<file path="config.mk">
export PLATFORM = sky130hd
export DESIGN_NAME = drd_row_accum
export DESIGN_NICKNAME = d
export VERILOG_FILES = /design/src/hw/rtl/drd_pkg.sv /design/src/hw/rtl/drd_row_accum.sv
export SDC_FILE = /design/constraint.sdc
export NUM_CORES = 1
export LEC_CHECK = 0
export BUFFER_PORTS_ARGS = -buffer_cell sky130_fd_sc_hd__buf_2
export CAP_MARGIN = 20
export CORE_MARGIN = 3
export CORE_UTILIZATION = 60
export CTS_BUF_LIST = sky130_fd_sc_hd__clkbuf_2 sky130_fd_sc_hd__clkbuf_4 sky130_fd_sc_hd__clkbuf_8
export DETAILED_ROUTE_END_ITERATION = 10
export GPL_TIMING_DRIVEN = 0
export PLACE_DENSITY = 0.84
export SLEW_MARGIN = 20
export SYNTH_ARGS = -nofsm -noshare
export SYNTH_HDL_FRONTEND = slang
export SYNTH_SLANG_ARGS = --single-unit
export TNS_END_PERCENT = 1
</file>
<file path="constraint.sdc">
create_clock -name clk -period 8.15 [get_ports clk]
set_clock_uncertainty 0.2 [all_clocks]
set_input_delay 0.815 -clock clk [delete_from_list [all_inputs] [get_ports clk]]
set_output_delay 0.815 -clock clk [all_outputs]
set_load 0.03 [all_outputs]
</file>
<file path="src/hw/rtl/drd_pkg.sv">
// ----------------------------------------------------------------------------
// drd_pkg
// Shared types and constants for the detection row decoder.
// ----------------------------------------------------------------------------
package drd_pkg;

  // Configuration register indexes.
  localparam int CFG_IDX_W = 2;
  localparam logic [CFG_IDX_W-1:0] CFG_HAS_OBJECTNESS  = 2'd0;
  localparam logic [CFG_IDX_W-1:0] CFG_IMAGE_SIZE      = 2'd1;
  localparam logic [CFG_IDX_W-1:0] CFG_SCORE_THRESHOLD = 2'd2;

  localparam logic [12:0] IMAGE_SIZE_RST      = 13'd640;
  localparam logic [16:0] SCORE_THRESHOLD_RST = 17'd16384;

  // 2.0 in Q16.16: boxes at or below this are normalized.
  localparam logic signed [31:0] NORM_LIMIT = 32'sd131072;

  typedef struct packed {
    logic signed [31:0] element_value;
    logic               row_last;
  } in_item_t;

  typedef struct packed {
    logic signed [15:0] box_left;
    logic signed [15:0] box_top;
    logic signed [15:0] box_width;
    logic signed [15:0] box_height;
    logic signed [31:0] det_score;
    logic signed [7:0]  det_class;
  } out_item_t;

  // A finished row as captured at its last element, with the settings in use.
  typedef struct packed {
    logic signed [31:0] center_x;
    logic signed [31:0] center_y;
    logic signed [31:0] box_w;
    logic signed [31:0] box_h;
    logic signed [31:0] objectness;
    logic signed [31:0] best_score;
    logic signed [7:0]  best_class;
    logic               has_obj;
    logic [12:0]        image_size;
    logic [16:0]        score_thr;
  } row_snap_t;

  // Scaled box values and the raw score product (Q32.32).
  typedef struct packed {
    logic signed [45:0] x_s;
    logic signed [45:0] y_s;
    logic signed [45:0] w_s;
    logic signed [45:0] h_s;
    logic signed [63:0] score_prod;
    logic signed [7:0]  best_class;
    logic [16:0]        score_thr;
  } prod_t;

endpackage

</file>
<file path="src/hw/rtl/drd_row_accum.sv">
// ----------------------------------------------------------------------------
// drd_row_accum
// Collects the elements of one row and hands a snapshot on at row end.
// ----------------------------------------------------------------------------
module drd_row_accum #(
  parameter int MAX_CLASSES = 128
) (
  input  logic              clk,
  input  logic              rst_n,
  input  logic              en,
  input  logic              in_valid,
  input  drd_pkg::in_item_t in_data,
  input  logic              has_obj,
  input  logic [12:0]       image_size,
  input  logic [16:0]       score_thr,
  output logic              snap_valid,
  output drd_pkg::row_snap_t snap
);
  import drd_pkg::*;

  // Position must reach the first place past the last class element.
  localparam int POS_W = $clog2(MAX_CLASSES + 6);

  logic                   acc;
  logic [POS_W-1:0]       pos_r, pos_nxt;
  logic [POS_W-1:0]       cls_first;
  logic [POS_W-1:0]       cls_end;
  logic [POS_W-1:0]       cls_idx;
  logic                   in_class;
  logic                   had_class;
  logic                   better;
  logic signed [31:0]     v;
  logic signed [31:0]     cx_r, cy_r, bw_r, bh_r, obj_r, best_r;
  logic signed [31:0]     cx_nxt, cy_nxt, bw_nxt, bh_nxt, obj_nxt, best_nxt;
  logic signed [7:0]      cls_r, cls_nxt;
  logic                   snap_valid_r, snap_valid_nxt;
  row_snap_t              snap_r, snap_nxt;

  assign acc       = in_valid && en;
  assign v         = in_data.element_value;
  assign cls_first = has_obj ? POS_W'(5) : POS_W'(4);
  assign cls_end   = cls_first + POS_W'(MAX_CLASSES);
  assign cls_idx   = pos_r - cls_first;
  assign had_class = pos_r >= cls_first;
  assign in_class  = had_class && (pos_r < cls_end);
  assign better    = in_class && (v > best_r);

  always_comb begin
    cx_nxt   = cx_r;
    cy_nxt   = cy_r;
    bw_nxt   = bw_r;
    bh_nxt   = bh_r;
    obj_nxt  = obj_r;
    best_nxt = better ? v : best_r;
    cls_nxt  = better ? 8'(cls_idx) : cls_r;
    pos_nxt  = (pos_r < cls_end) ? pos_r + POS_W'(1) : pos_r;
    if (pos_r == POS_W'(0)) cx_nxt = v;
    if (pos_r == POS_W'(1)) cy_nxt = v;
    if (pos_r == POS_W'(2)) bw_nxt = v;
    if (pos_r == POS_W'(3)) bh_nxt = v;
    if (pos_r == POS_W'(4) && has_obj) obj_nxt = v;

    snap_nxt.center_x   = cx_nxt;
    snap_nxt.center_y   = cy_nxt;
    snap_nxt.box_w      = bw_nxt;
    snap_nxt.box_h      = bh_nxt;
    snap_nxt.objectness = obj_nxt;
    snap_nxt.best_score = best_nxt;
    snap_nxt.best_class = cls_nxt;
    snap_nxt.has_obj    = has_obj;
    snap_nxt.image_size = image_size;
    snap_nxt.score_thr  = score_thr;

    snap_valid_nxt = acc && in_data.row_last && had_class;

    // Every row end clears the row, whether or not it emits.
    if (in_data.row_last) begin
      pos_nxt  = '0;
      cx_nxt   = '0;
      cy_nxt   = '0;
      bw_nxt   = '0;
      bh_nxt   = '0;
      obj_nxt  = '0;
      best_nxt = '0;
      cls_nxt  = '1;
    end
  end

  always_ff @(posedge clk) begin
    if (!rst_n) begin
      pos_r        <= '0;
      cx_r         <= '0;
      cy_r         <= '0;
      bw_r         <= '0;
      bh_r         <= '0;
      obj_r        <= '0;
      best_r       <= '0;
      cls_r        <= '1;
      snap_valid_r <= 1'b0;
    end else begin
      if (acc) begin
        pos_r  <= pos_nxt;
        cx_r   <= cx_nxt;
        cy_r   <= cy_nxt;
        bw_r   <= bw_nxt;
        bh_r   <= bh_nxt;
        obj_r  <= obj_nxt;
        best_r <= best_nxt;
        cls_r  <= cls_nxt;
      end
      if (en) begin
        snap_valid_r <= snap_valid_nxt;
      end
    end
  end

  always_ff @(posedge clk) begin
    if (en) begin
      snap_r <= snap_nxt;
    end
  end

  assign snap_valid = snap_valid_r;
  assign snap       = snap_r;

  // The running best only ever moves to a strictly positive score.
  a_best_nonneg: assert property (@(posedge clk) disable iff (!rst_n)
    best_r >= 0)
    else $error("best score went negative");

  a_no_best_no_class: assert property (@(posedge clk) disable iff (!rst_n)
    (best_r == 0) |-> (cls_r == -8'sd1))
    else $error("class set without a positive score");

  a_row_end_clears: assert property (@(posedge clk) disable iff (!rst_n)
    (acc && in_data.row_last) |=> (pos_r == '0 && best_r == 0))
    else $error("row state not cleared at row end");

  a_pos_bounded: assert property (@(posedge clk) disable iff (!rst_n)
    pos_r <= POS_W'(MAX_CLASSES + 5))
    else $error("element position past its limit");

endmodule

</file>
Yosys cells after proc, flatten, opt, wreduce, memory -nomap -nowiden
Index checks and enable logic that the tools add are counted.
{"block": "totals", "input_bits": 68, "register_bits": 440}
{"block": "op_classes", "n_eq_ne": 4, "n_addsub": 3, "n_reduce_logical": 9, "n_mux": 17, "order_cmp": 3}
{"cell": "two-way mux 32 bit", "count": 12}
{"cell": "> comparator 32 bit", "count": 1}
{"cell": "two-way mux 8 bit", "count": 4}
{"cell": "equality test 8 x 2 -> 1 bit (second input constant)", "count": 2}
{"cell": "adder 3 x 8 -> 8 bit (second input constant)", "count": 1}
{"cell": "adder 8 x 1 -> 8 bit (second input constant)", "count": 1}
{"cell": "equality test 8 x 1 -> 1 bit (second input constant)", "count": 1}
{"cell": "equality test 8 x 3 -> 1 bit (second input constant)", "count": 1}
{"cell": ">= comparator 8 x 3 -> 1 bit", "count": 1}
{"cell": "zero test 8 bit", "count": 1}
{"cell": "less-than comparator 8 bit", "count": 1}
{"cell": "subtractor 8 x 3 -> 8 bit", "count": 1}
{"cell": "logical AND 1 bit", "count": 6}
{"cell": "AND reduction 2 bit", "count": 1}
{"cell": "nonzero test 2 bit", "count": 1}
{"cell": "two-way mux 1 bit", "count": 1}

Longest topological paths before layout
{"block": "logic_depth", "word_depth": 7, "mapped_depth": 11, "ltp_nobuf": 10}

Worst setup path after synthesis
No wires, ideal clock.
{"block": "synth_path", "path_type": "input port to flip-flop", "startpoint": "input in_data[32] in the netlist's numbering", "endpoint": "register snap_r (netlist bit snap[62]), data pin", "setup_slack_ns": 4.598, "stages": 9, "setup_ns": 0.260, "path_buffers": 1, "arrival_time_ns": 3.092, "cell_sequence": "ha_1 > nand4_1 > or4_4 > a211o_1 > nand4b_1 > o31ai_2 > a21oi_2 > buf_4 > mux2_2"}
{"item": "start: declaration", "line_no": "drd_row_accum.sv:12", "source": "input drd_pkg::in_item_t in_data,"}
{"item": "end signal: assignment", "line_no": "drd_row_accum.sv:119", "source": "snap_r <= snap_nxt;"}
{"item": "end: declaration", "line_no": "drd_row_accum.sv:37", "source": "row_snap_t snap_r, snap_nxt;"}

==> flow_summary.yaml <==
grt:
  first_global_vias: 12353
  grt_max_degree: 100
  grt_pass1_wl_um: 68600
  grt_overflow_total: 0
  antenna_found_initial: 2
  grt_usage_pct: 28.1
clock_network:
  insertion_delay_ns: 0.59
  cts_root_buf: "clkbuf_8"
  cts_resized: 0
  numCtsBuffers: 70
  htreeDepth: 3
  cts_setup_buffers: 0
  clkTransAtPathRegs_ns: 0.07
  clkSinkCount: 440
  cts_buffer_depth: 3
  holdBufCountCts: 0
  cts_tree: "done"
floorplan:
  dieArea_um2: 32100
  die_width_um: 179
  io-pin-count: 300
  start_util_pct: 61.8
  core_area_um2: 29200
  die-height_um: 179
  std_cell_rows: 62
pwr:
  vdd_ir_drop_max_v: 0.000167
  powerDensity_nw_per_um2: 223
  cellLeakagePower_nw: 8.33
sta:
  min_period_ns: 3.63
  slew_headroom_pct: 43.0
  maxSlewViolCount: 0
  worst_pin_slew_ns: 0.855
  rsz0062_at_grt: "false"
  worst_slack_ns: 4.52
  fmax_mhz: 275
  finalHoldViolCount: 0
  fin_crit_sh_pct: 44.6
  setup_violations: 0
  finalSetupTns_ns: 0
layout:
  area_delta_synth_final_pct: 19.8
  seq_area_um2: 11100
  final.fill_count: 1932
  multiInputGateArea_um2: 6300
  finalNetCount: 1823
  fin_area_um2: 21600
  drive_gt1_share_pct: 37.0
placed_design:
  io_buffer_count: 299
  pre_cts_slack_ns: 4.02
  dpl-instance-area_um2: 20100
  hpwl_um: 31300
  routabilityCongestion: 0.888
critical_path:
  cp-startpoint: "best_r[31]$_SDFFE_PN0P_"
  cp-start-kind: "register"
  critPathKind: "reg -> reg"
  required_ns: 8.28
  end_kind: "register"
  crit_path_end: "snap[61]$_DFFE_PP_"
  reg2regPathDepth: 9
  r2r-end: "snap[61]$_DFFE_PP_"
  r2r_start: "best_r[31]$_SDFFE_PN0P_"
  ff2ff_setup_slack_ns: 4.52
  worstPathArrival_ns: 3.76
  cp_max_fo: 10
logic_synthesis:
  yosys_warnings: 0
  synth.distinct_cells: 54
  syn_inst: 1344
  synth_area_per_cell_um2: 13.4
  yosysSeqAreaShare_pct: 61.7
  synthArstFlopShare_pct: 0
  synth_ff_type: "edfxtp_1"
  netlist_area_um2: 18000
  synth_edf_count: 231
  ys_ff_latch: 440
  synth_fp_nets: 1450
routing:
  vias_per_cell: 5.86
  drtIter0Drc: 983
  drc: 0
  dr.pass1.iters: 7
  antenna_left: 0
  vias: 12665
  wl_per_cell_um: 21.3
  wirelength_um: 46100
worst_hold_path:
  hp-class: "in -> reg"
status:
  outcome: "completed"
job:
  cap_violations: 0
-- per-stage QoR --
stage	util [%]	std cells	hold slack (ns)	power, mW
floorplan	-	1344	0.248	2.68
global placement	68.6	2027	0.259	2.84
detailed placement	68.8	2029	0.266	2.84
CTS	74.0	2159	0.173	4.85
global route	74.0	2160	0.173	4.99
finish	74.0	2160	0.203	4.82
-- layer usage --
layer	global-route usage, %	share of wire, %
met5	0	0
met4	11.2	3.3
met3	7.48	9.9
met2	44.9	46
met1	36.7	40
-- power breakdown --
part           internal, mW  switching (mW)  leakage (nW)
Sequential             2.39          0.0202          4.01
Clock                  1.15           0.868         0.798
Combinational         0.107           0.279          3.52
-- area by class of cell --
type,instances,share of cell area (%)
timing repair buffer,301,7.23
buffer,91,2.03
inverter,42,0.730
antenna,1,0.0116
tap,384,2.23
sequential,440,51.5
clock inverter,37,1.59
multi-input combinational,771,29.2
clock buffer,93,5.49
-- cell families (layout without fill, tap and decap cells) --
logic type / count (synthesis) / after routing / share of synthesized area, %
AO/OA/AOI/OAI: 239 / 239 / 10.2
XOR/XNOR: 7 / 7 / 0.340
adder cells (fa/ha/maj): 38 / 38 / 2.64
buffers and inverters: 133 / 564 / 3.31
flip-flops: 440 / 440 / 61.7
multiplexers: 208 / 208 / 12.9
other: 0 / 1 / 0
AND/OR/NAND/NOR: 279 / 279 / 8.89
-- worst max-delay path, cell delays in order (launching register included) --
cell	delay, ns
dfxtp_1	0.36
inv_1	0.05
ha_1	0.39
nand4_1	0.13
or4_4	0.59
nor3_1	0.52
o31ai_2	0.19
a21oi_2	0.28
buf_4	0.28
mux2_2	0.37
-- cell usage in the layout, fill, tap and decap left out, types with 6 or more instances in the layout --
cell type,instances
a21oi_1,14
mux2i_1,10
o21ai_0,11
dfxtp_1,209
clkbuf_8,78
clkinv_1,15
buf_2,307
and2_1,7
bufinv_16,6
nand4_1,8
a22oi_1,160
nand3_1,7
clkinv_2,10
nand2_1,45
nor2b_1,164
mux2_2,195
inv_1,42
buf_4,14
clkbuf_1,59
edfxtp_1,231
ha_1,38
nor2_1,24
clkbuf_4,15
o2bb2ai_1,30
-- state kept, by name, summed over array words and instances (netlist names) --
name and flops:
snap 231, cx_r 32, bw_r 32, pos_r 8, obj_r 32, snap_valid 1, best_r 32, cy_r 32
bh_r 32, cls_r 8
-- worst min-delay path by stage --
stage,cells past startpoint,start,to,slack [ns]
global route,1,image_size[5],snap[22]$_DFFE_PP_,0.17
finish,1,score_thr[10],snap[10]$_DFFE_PP_,0.20
detailed placement,2,best_r[12]$_SDFFE_PN0P_,best_r[12]$_SDFFE_PN0P_,0.27
floorplan,2,best_r[1]$_SDFFE_PN0P_,best_r[1]$_SDFFE_PN0P_,0.25
CTS,1,score_thr[10],snap[10]$_DFFE_PP_,0.17
global placement,2,best_r[12]$_SDFFE_PN0P_,best_r[12]$_SDFFE_PN0P_,0.26
-- synthesized netlist by cell type (2+ instances only) --
cell type  count  share of area, %
clkbuf_2       3             0.083
nor2_1        24              0.50
nand2_1       45              0.94
a22oi_1      160               6.7
mux2_1         3              0.19
clkbuf_1      59               1.2
o2bb2ai_1     30               1.5
buf_4         14              0.58
ha_1          38               2.6
buf_1          2             0.042
nor3_1         4              0.11
a31oi_1        3              0.10
xnor2_1        4              0.19
and3_1         4              0.14
a221oi_1       2             0.097
dfxtp_1      209                23
o21ai_0       11              0.31
and2_1         7              0.24
buf_2          9              0.25
nand2b_1       4              0.14
o2bb2ai_2      2              0.17
mux2_2       195                12
nand3_1        7              0.19
mux2i_1       10              0.56
nand4_1        8              0.28
a21oi_1       14              0.39
a21boi_0       2             0.083
xor2_1         3              0.15
buf_6          4              0.25
nor2b_1      164               5.7
o211ai_1       3              0.12
inv_1         42              0.87
edfxtp_1     231                38
or4_4          3              0.19
nor3_2         2              0.11
(Power assumes the default switching activity.)
